==> src/hdl/coag_pkg.sv <==
// coag_pkg: shared types and codes for the cpu operand address generator
// holds addressing mode codes, transaction kinds, phase enum and payload structs
// no dependencies
package coag_pkg;

	localparam int unsigned ModeWidth = 4;
	localparam int unsigned AddrWidth = 16;
	localparam int unsigned ByteWidth = 8;

	localparam logic [ModeWidth-1:0] MODE_ACC = 4'd0;
	localparam logic [ModeWidth-1:0] MODE_IMM = 4'd1;
	localparam logic [ModeWidth-1:0] MODE_ABS = 4'd2;
	localparam logic [ModeWidth-1:0] MODE_ABX = 4'd3;
	localparam logic [ModeWidth-1:0] MODE_ABY = 4'd4;
	localparam logic [ModeWidth-1:0] MODE_ZP  = 4'd5;
	localparam logic [ModeWidth-1:0] MODE_ZPX = 4'd6;
	localparam logic [ModeWidth-1:0] MODE_ZPY = 4'd7;
	localparam logic [ModeWidth-1:0] MODE_IND = 4'd8;
	localparam logic [ModeWidth-1:0] MODE_INX = 4'd9;
	localparam logic [ModeWidth-1:0] MODE_INY = 4'd10;
	localparam logic [ModeWidth-1:0] MODE_REL = 4'd11;

	localparam logic KIND_START = 1'b0;
	localparam logic KIND_DATA  = 1'b1;

	localparam logic [1:0] OUT_READ_REQ   = 2'd0;
	localparam logic [1:0] OUT_ADDR_READY = 2'd1;
	localparam logic [1:0] OUT_UNEXPECTED = 2'd2;

	typedef enum logic [2:0] {
		PH_IDLE   = 3'd0,
		PH_OP_LO  = 3'd1,
		PH_OP_HI  = 3'd2,
		PH_PTR_LO = 3'd3,
		PH_PTR_HI = 3'd4
	} phase_t;

	typedef struct packed {
		logic                 kind;
		logic [ModeWidth-1:0] mode;
		logic [AddrWidth-1:0] pc_in;
		logic [ByteWidth-1:0] x_index;
		logic [ByteWidth-1:0] y_index;
		logic [ByteWidth-1:0] read_data;
	} in_item_t;

	typedef struct packed {
		logic [1:0]           out_kind;
		logic [AddrWidth-1:0] address;
		logic [AddrWidth-1:0] pc_out;
	} out_item_t;

endpackage

==> src/hdl/cpu_operand_address_generator_top.sv <==
// cpu_operand_address_generator_top: operand address sequencer for 6502 style modes
// input register, one pass of address logic, result register
// depends on coag_pkg
//
//  channel | direction | payload    | handshake
//  item    | in        | in_item_t  | item_valid / item_stall
//  result  | out       | out_item_t | result_valid / result_stall
//
// every item gives one result, registered in the input register and then in the result register
// one item accepted per cycle while item_stall is low; job state updates as an item leaves the input register
// arst_n clears the phase, job registers and both valid flags
// result_stall backs up into the input register and then raises item_stall
module cpu_operand_address_generator_top
	import coag_pkg::*;
(
	input  logic      clk,
	input  logic      arst_n,
	input  logic      item_valid,
	output logic      item_stall,
	input  in_item_t  item,
	output logic      result_valid,
	input  logic      result_stall,
	output out_item_t result
);

	logic     valid_s1;
	in_item_t item_s1;

	phase_t                phase_q, phase_d;
	logic [ModeWidth-1:0]  mode_q, mode_d;
	logic [ByteWidth-1:0]  index_q, index_d;
	logic [AddrWidth-1:0]  pc_q, pc_d;
	logic [ByteWidth-1:0]  low_q, low_d;
	logic [AddrWidth-1:0]  ptr_q, ptr_d;
	out_item_t             res_d;

	logic advance;
	logic fire;
	logic [AddrWidth-1:0] word;
	logic [AddrWidth-1:0] pc_next;

	assign advance    = !result_valid || !result_stall;
	assign fire       = valid_s1 && advance;
	assign item_stall = valid_s1 && !advance;

	always_ff @(posedge clk or negedge arst_n) begin
		if (!arst_n) begin
			valid_s1 <= 1'b0;
		end else if (!item_stall) begin
			valid_s1 <= item_valid;
		end
	end

	always_ff @(posedge clk) begin
		if (item_valid && !item_stall) begin
			item_s1 <= item;
		end
	end

	assign word = {item_s1.read_data, low_q};

	always_comb begin
		phase_d = phase_q;
		mode_d  = mode_q;
		index_d = index_q;
		pc_d    = pc_q;
		low_d   = low_q;
		ptr_d   = ptr_q;
		pc_next = pc_q + 16'd1;
		res_d   = '{out_kind: OUT_ADDR_READY, address: '0, pc_out: pc_q};

		if (item_s1.kind == KIND_START) begin
			mode_d = item_s1.mode;
			if (item_s1.mode == MODE_ABY || item_s1.mode == MODE_ZPY ||
			    item_s1.mode == MODE_INY) begin
				index_d = item_s1.y_index;
			end else begin
				index_d = item_s1.x_index;
			end
			low_d   = '0;
			ptr_d   = '0;
			pc_next = item_s1.pc_in + 16'd1;
			if (item_s1.mode == MODE_ACC || item_s1.mode > MODE_REL) begin
				phase_d = PH_IDLE;
				pc_d    = item_s1.pc_in;
				res_d   = '{out_kind: OUT_ADDR_READY, address: '0, pc_out: item_s1.pc_in};
			end else if (item_s1.mode == MODE_IMM) begin
				phase_d = PH_IDLE;
				pc_d    = pc_next;
				res_d   = '{out_kind: OUT_ADDR_READY, address: item_s1.pc_in,
				            pc_out: pc_next};
			end else begin
				phase_d = PH_OP_LO;
				pc_d    = pc_next;
				res_d   = '{out_kind: OUT_READ_REQ, address: item_s1.pc_in,
				            pc_out: pc_next};
			end
		end else begin
			case (phase_q)
				PH_OP_LO: begin
					if (mode_q == MODE_ZP || mode_q == MODE_REL) begin
						phase_d = PH_IDLE;
						res_d   = '{out_kind: OUT_ADDR_READY,
						            address: {8'h00, item_s1.read_data}, pc_out: pc_q};
					end else if (mode_q == MODE_ZPX || mode_q == MODE_ZPY) begin
						phase_d = PH_IDLE;
						res_d   = '{out_kind: OUT_ADDR_READY,
						            address: {8'h00, item_s1.read_data + index_q},
						            pc_out: pc_q};
					end else if (mode_q == MODE_INX) begin
						phase_d = PH_PTR_LO;
						ptr_d   = {8'h00, item_s1.read_data + index_q};
						res_d   = '{out_kind: OUT_READ_REQ, address: ptr_d, pc_out: pc_q};
					end else if (mode_q == MODE_INY) begin
						phase_d = PH_PTR_LO;
						ptr_d   = {8'h00, item_s1.read_data};
						res_d   = '{out_kind: OUT_READ_REQ, address: ptr_d, pc_out: pc_q};
					end else begin
						// absolute forms and ind fetch the high operand byte
						phase_d = PH_OP_HI;
						low_d   = item_s1.read_data;
						pc_d    = pc_next;
						res_d   = '{out_kind: OUT_READ_REQ, address: pc_q, pc_out: pc_next};
					end
				end
				PH_OP_HI: begin
					if (mode_q == MODE_IND) begin
						phase_d = PH_PTR_LO;
						ptr_d   = word;
						res_d   = '{out_kind: OUT_READ_REQ, address: word, pc_out: pc_q};
					end else if (mode_q == MODE_ABX || mode_q == MODE_ABY) begin
						phase_d = PH_IDLE;
						res_d   = '{out_kind: OUT_ADDR_READY,
						            address: word + {8'h00, index_q}, pc_out: pc_q};
					end else begin
						phase_d = PH_IDLE;
						res_d   = '{out_kind: OUT_ADDR_READY, address: word, pc_out: pc_q};
					end
				end
				PH_PTR_LO: begin
					// high pointer byte: no page wrap
					phase_d = PH_PTR_HI;
					low_d   = item_s1.read_data;
					res_d   = '{out_kind: OUT_READ_REQ, address: ptr_q + 16'd1, pc_out: pc_q};
				end
				PH_PTR_HI: begin
					phase_d = PH_IDLE;
					if (mode_q == MODE_INY) begin
						res_d = '{out_kind: OUT_ADDR_READY,
						          address: word + {8'h00, index_q}, pc_out: pc_q};
					end else begin
						res_d = '{out_kind: OUT_ADDR_READY, address: word, pc_out: pc_q};
					end
				end
				default: begin
					phase_d = PH_IDLE;
					res_d   = '{out_kind: OUT_UNEXPECTED, address: '0, pc_out: '0};
				end
			endcase
		end
	end

	always_ff @(posedge clk or negedge arst_n) begin
		if (!arst_n) begin
			phase_q <= PH_IDLE;
			mode_q  <= '0;
			index_q <= '0;
			pc_q    <= '0;
			low_q   <= '0;
			ptr_q   <= '0;
		end else if (fire) begin
			phase_q <= phase_d;
			mode_q  <= mode_d;
			index_q <= index_d;
			pc_q    <= pc_d;
			low_q   <= low_d;
			ptr_q   <= ptr_d;
		end
	end

	always_ff @(posedge clk or negedge arst_n) begin
		if (!arst_n) begin
			result_valid <= 1'b0;
		end else if (advance) begin
			result_valid <= valid_s1;
		end
	end

	always_ff @(posedge clk) begin
		if (fire) begin
			result <= res_d;
		end
	end

endmodule
==> config.mk <==
export PLATFORM = sky130hd
export DESIGN_NAME = cpu_operand_address_generator_top
export DESIGN_NICKNAME = d
export VERILOG_FILES = /design/src/hdl/coag_pkg.sv /design/src/hdl/cpu_operand_address_generator_top.sv
export SDC_FILE = /design/constraint.sdc
export NUM_CORES = 1
export LEC_CHECK = 0
export ABC_AREA = 1
export ABC_CLOCK_PERIOD_IN_PS = 3310
export BUFFER_PORTS_ARGS = -buffer_cell sky130_fd_sc_hd__buf_2
export CORE_MARGIN = 8
export CORE_UTILIZATION = 60
export CTS_CLUSTER_DIAMETER = 50
export CTS_CLUSTER_SIZE = 10
export DETAILED_ROUTE_END_ITERATION = 12
export GPL_TIMING_DRIVEN = 0
export PLACE_DENSITY = 0.79
export SETUP_SLACK_MARGIN = 0.4
export SYNTH_ARGS = -nofsm -noshare
export SYNTH_HDL_FRONTEND = slang
export SYNTH_SLANG_ARGS = --single-unit
==> constraint.sdc <==
create_clock -name clk -period 3.31 [get_ports clk]
set_input_delay 0.331 -clock clk [delete_from_list [all_inputs] [get_ports clk]]
set_output_delay 0.331 -clock clk [all_outputs]
set_load 0.05 [all_outputs]
==> flow_summary.json <==
{
  "reg2reg_depth": 10,
  "antenna_left": 0,
  "pwr_density_cell_mw_per_mm2": 778,
  "whs_ps": 73.2,
  "synth_area_leaders": "edfxtp_1, dfrtp_1, nand2_1",
  "portBuffers": 84,
  "slew_headroom_pct": 24.2,
  "dpl.hpwl_mm": 21.4,
  "cts_max_level": 4,
  "post_cts_buffers": 0,
  "cts_root_buf": "clkbuf_16",
  "wl_per_cell_microns": 20.1,
  "diodes": 0,
  "area_delta_synth_final_pct": 14.9,
  "fin_crit_sh_pct": 81.2,
  "fin_crit_ps": 2690,
  "synthDominantAreaCellType": "edfxtp_1",
  "place.gp.congestion": 1.05,
  "p_leak_uw": 0.00456,
  "cts_tree": "built",
  "syn_area_sq_mm": 0.00860,
  "fp.coreArea_sq_mm": 0.0139,
  "cts_buffers": 17,
  "drv_slew": 0,
  "yosysWarnings": 0,
  "layout.nets": 1323,
  "die_width_microns": 136,
  "multi_input_area_sq_mm": 0.00424,
  "firstDrtPassIters": 6,
  "regToRegEndpoint": "pc_q[1]",
  "drcViolationCount": 0,
  "fp.dieH_microns": 136,
  "crit_path_end_kind": "flop",
  "crit-reg2reg-launch": "result_valid",
  "syn_nets": 1216,
  "ff_latch_area_sq_mm": 0.00380,
  "clock-sinks": 136,
  "max-clock-path-buffers": 2,
  "clk-insertion-delay-late_ps": 430,
  "drive_gt1_share_pct": 12.2,
  "synth_cells": 1146,
  "clkTransAtPathRegs_ps": 60,
  "min_path_type": "in2reg",
  "arrival_ps": 3020,
  "rsz0062_at_grt": "no",
  "required_ps": 3650,
  "rows": 43,
  "fillers": 1177,
  "grt_max_degree": 46,
  "vias": 8861,
  "max_freq_mhz": 372,
  "finalHoldViolations": 0,
  "drtIter0Drc": 1523,
  "path_class": "reg2reg",
  "overflow": 0,
  "grt_usage_pct": 31.7,
  "post_synth.cell_area_avg_sq_um": 7.50,
  "start_util_pct": 61.7,
  "crit_chain": "nand2_1 > inv_1 > nor2_4 > inv_1 > nor2_2 > nor2_2 > inv_2 > buf_6 > nor2_1 > a31oi_1",
  "synth-seq-area-share_pct": 44.2,
  "ys_types": 46,
  "synth-seq-cells": 136,
  "die_area_sq_mm": 0.0184,
  "drt-total-wl_mm": 29.1,
  "setup_viol": 0,
  "crit_path_top_delay_cell": "nor2_2",
  "whs_path_depth": 1,
  "min_to": "item_s1[22]",
  "crit_fanout": 10,
  "start_kind": "flop",
  "ir_drop_v": 0.000610,
  "antenna_found_initial": 0,
  "run_status": "complete, no violations",
  "synth_top_area_share_pct": 27.6,
  "final.setup_skew_ps": 6.95,
  "top_level_ports": 85,
  "critical_path.top_delay_family": "simple AND/OR/NAND/NOR gates",
  "r2r_setup_slack_ps": 620,
  "cpPeakStageDelay_ps": 470,
  "cp.buffers_inverters": 4,
  "max_cap_violations": 0,
  "grt_pass1_vias": 8242,
  "setup_tns_ps": 0,
  "worst_pin_slew_ps": 1140,
  "grt_pass1_wl_mm": 44.5,
  "hold_path.startpoint": "item[22]",
  "vias_per_cell": 6.13
}
## layout make-up
cell class | instances | share of cell area, %
tap | 180 | 2.28
timing repair buffer | 86 | 4.56
clock buffer | 20 | 4.62
sequential | 136 | 38.4
inverter | 119 | 4.56
multi-input combinational | 866 | 42.9
clock inverter | 12 | 1.29
buffer | 27 | 1.29
## worst register-to-register path, stage by stage (launching register included)
cell and delay, ps:
dfrtp_1 380, nand2_1 120, inv_1 190, nor2_4 420
inv_1 230, nor2_2 470, nor2_2 170, inv_2 190
buf_6 190, nor2_1 60, a31oi_1 180
## kinds of logic after synthesis
logic type      synth area share (%)
simple gates                    29.5
compound gates                  14.6
buf+inv                         6.68
flops                           44.2
fa+ha+maj                       3.23
xor+xnor                        1.83
## placed cells by master (no fill, tap or decap), types with 3 or more instances in the layout
cell type / n
o22ai_1: 13
ha_1: 19
nand3b_1: 6
nor2_2: 5
inv_2: 7
dfrtp_1: 57
clkbuf_1: 14
a21oi_1: 54
buf_2: 92
edfxtp_1: 79
o211ai_1: 8
o21ai_1: 12
nand3_1: 85
xor2_1: 11
nand2_1: 342
nand3_2: 3
o21bai_1: 7
a22oi_1: 4
nand4_1: 19
clkinv_4: 3
clkbuf_16: 17
inv_1: 110
o31ai_1: 9
nor3_1: 11
xnor2_1: 7
clkinvlp_4: 4
nor2_1: 122
clkinv_2: 3
a31oi_1: 13
o21ai_0: 93
## report_power, final
group	switching (uW)	internal [uW]	leakage, uW
Sequential	398	2210	0.00148
Combinational	2260	930	0.00280
Clock	742	1140	0.000279
Total	3400	4290	0.00456
## worst max path at each step
stage | to | slack (ps) | depth (start not counted) | startpoint
after global placement | pc_q[13] | 230 | 9 | result_stall
after detailed placement | pc_q[13] | 100 | 9 | result_stall
after CTS | index_q[7] | 420 | 8 | result_valid
after floorplan | item_s1[0] | 660 | 5 | result_valid
after global routing | pc_q[14] | 510 | 10 | result_valid
final | pc_q[1] | 620 | 10 | result_valid
## sequential cells by signal, indices dropped and copies added (netlist names), 3 cells and up
register,count
result,34
low_q,8
index_q,8
mode_q,4
ptr_q,16
pc_q,16
item_s1,45
phase_q,3
## Yosys cell counts (all sizes together)
cell       n
nand3b     6
o21ai    106
nand4     19
o2111ai    2
xnor2      7
buf       13
dfrtp     57
o221ai     1
ha        19
a21oi     55
clkbuf    14
or3        1
o22ai     13
a22oi      4
or2        1
o211ai     8
a31o       1
edfxtp    79
nor3      15
fa         2
inv      117
o21bai     7
o31ai      9
nand2    345
a31oi     13
a32oi      2
nand2b     1
xor2      11
nor2     126
o21a       2
nand3     88
clkinv     2
## routing by layer
| metal | wire length [microns] | global-route usage, % |
|---|---|---|
| met5 | 0 | 0 |
| met3 | 3750 | 6.90 |
| met2 | 12800 | 47.4 |
| met4 | 768 | 12.1 |
| met1 | 11800 | 44.1 |
## stage by stage
stage | cells | power [uW] | utilization [%] | setup slack (ps) | area (sq um)
5_1_grt | 1446 | 8060 | 70.9 | 510 | 9880
3_5_place_dp | 1411 | 5650 | 66.5 | 96.9 | 9270
6_report | 1446 | 7680 | 70.9 | 624 | 9880
4_1_cts | 1445 | 7540 | 70.8 | 421 | 9870
2_1_floorplan | 1146 | 4730 | - | 657 | 8600
3_3_place_gp | 1410 | 5600 | 66.4 | 230 | 9250
## what timing repair did
action / 4_1_cts / 5_1_grt
endpoints found under the hold margin: 29 / 0
setup endpoints to repair: 26 / 10
gates cloned: 1 / 1
hold buffers: 1 / 0
gates resized for setup: 0 / 1
pin swaps: 1 / 1
No activity file was read; power rests on OpenSTA's default activity.
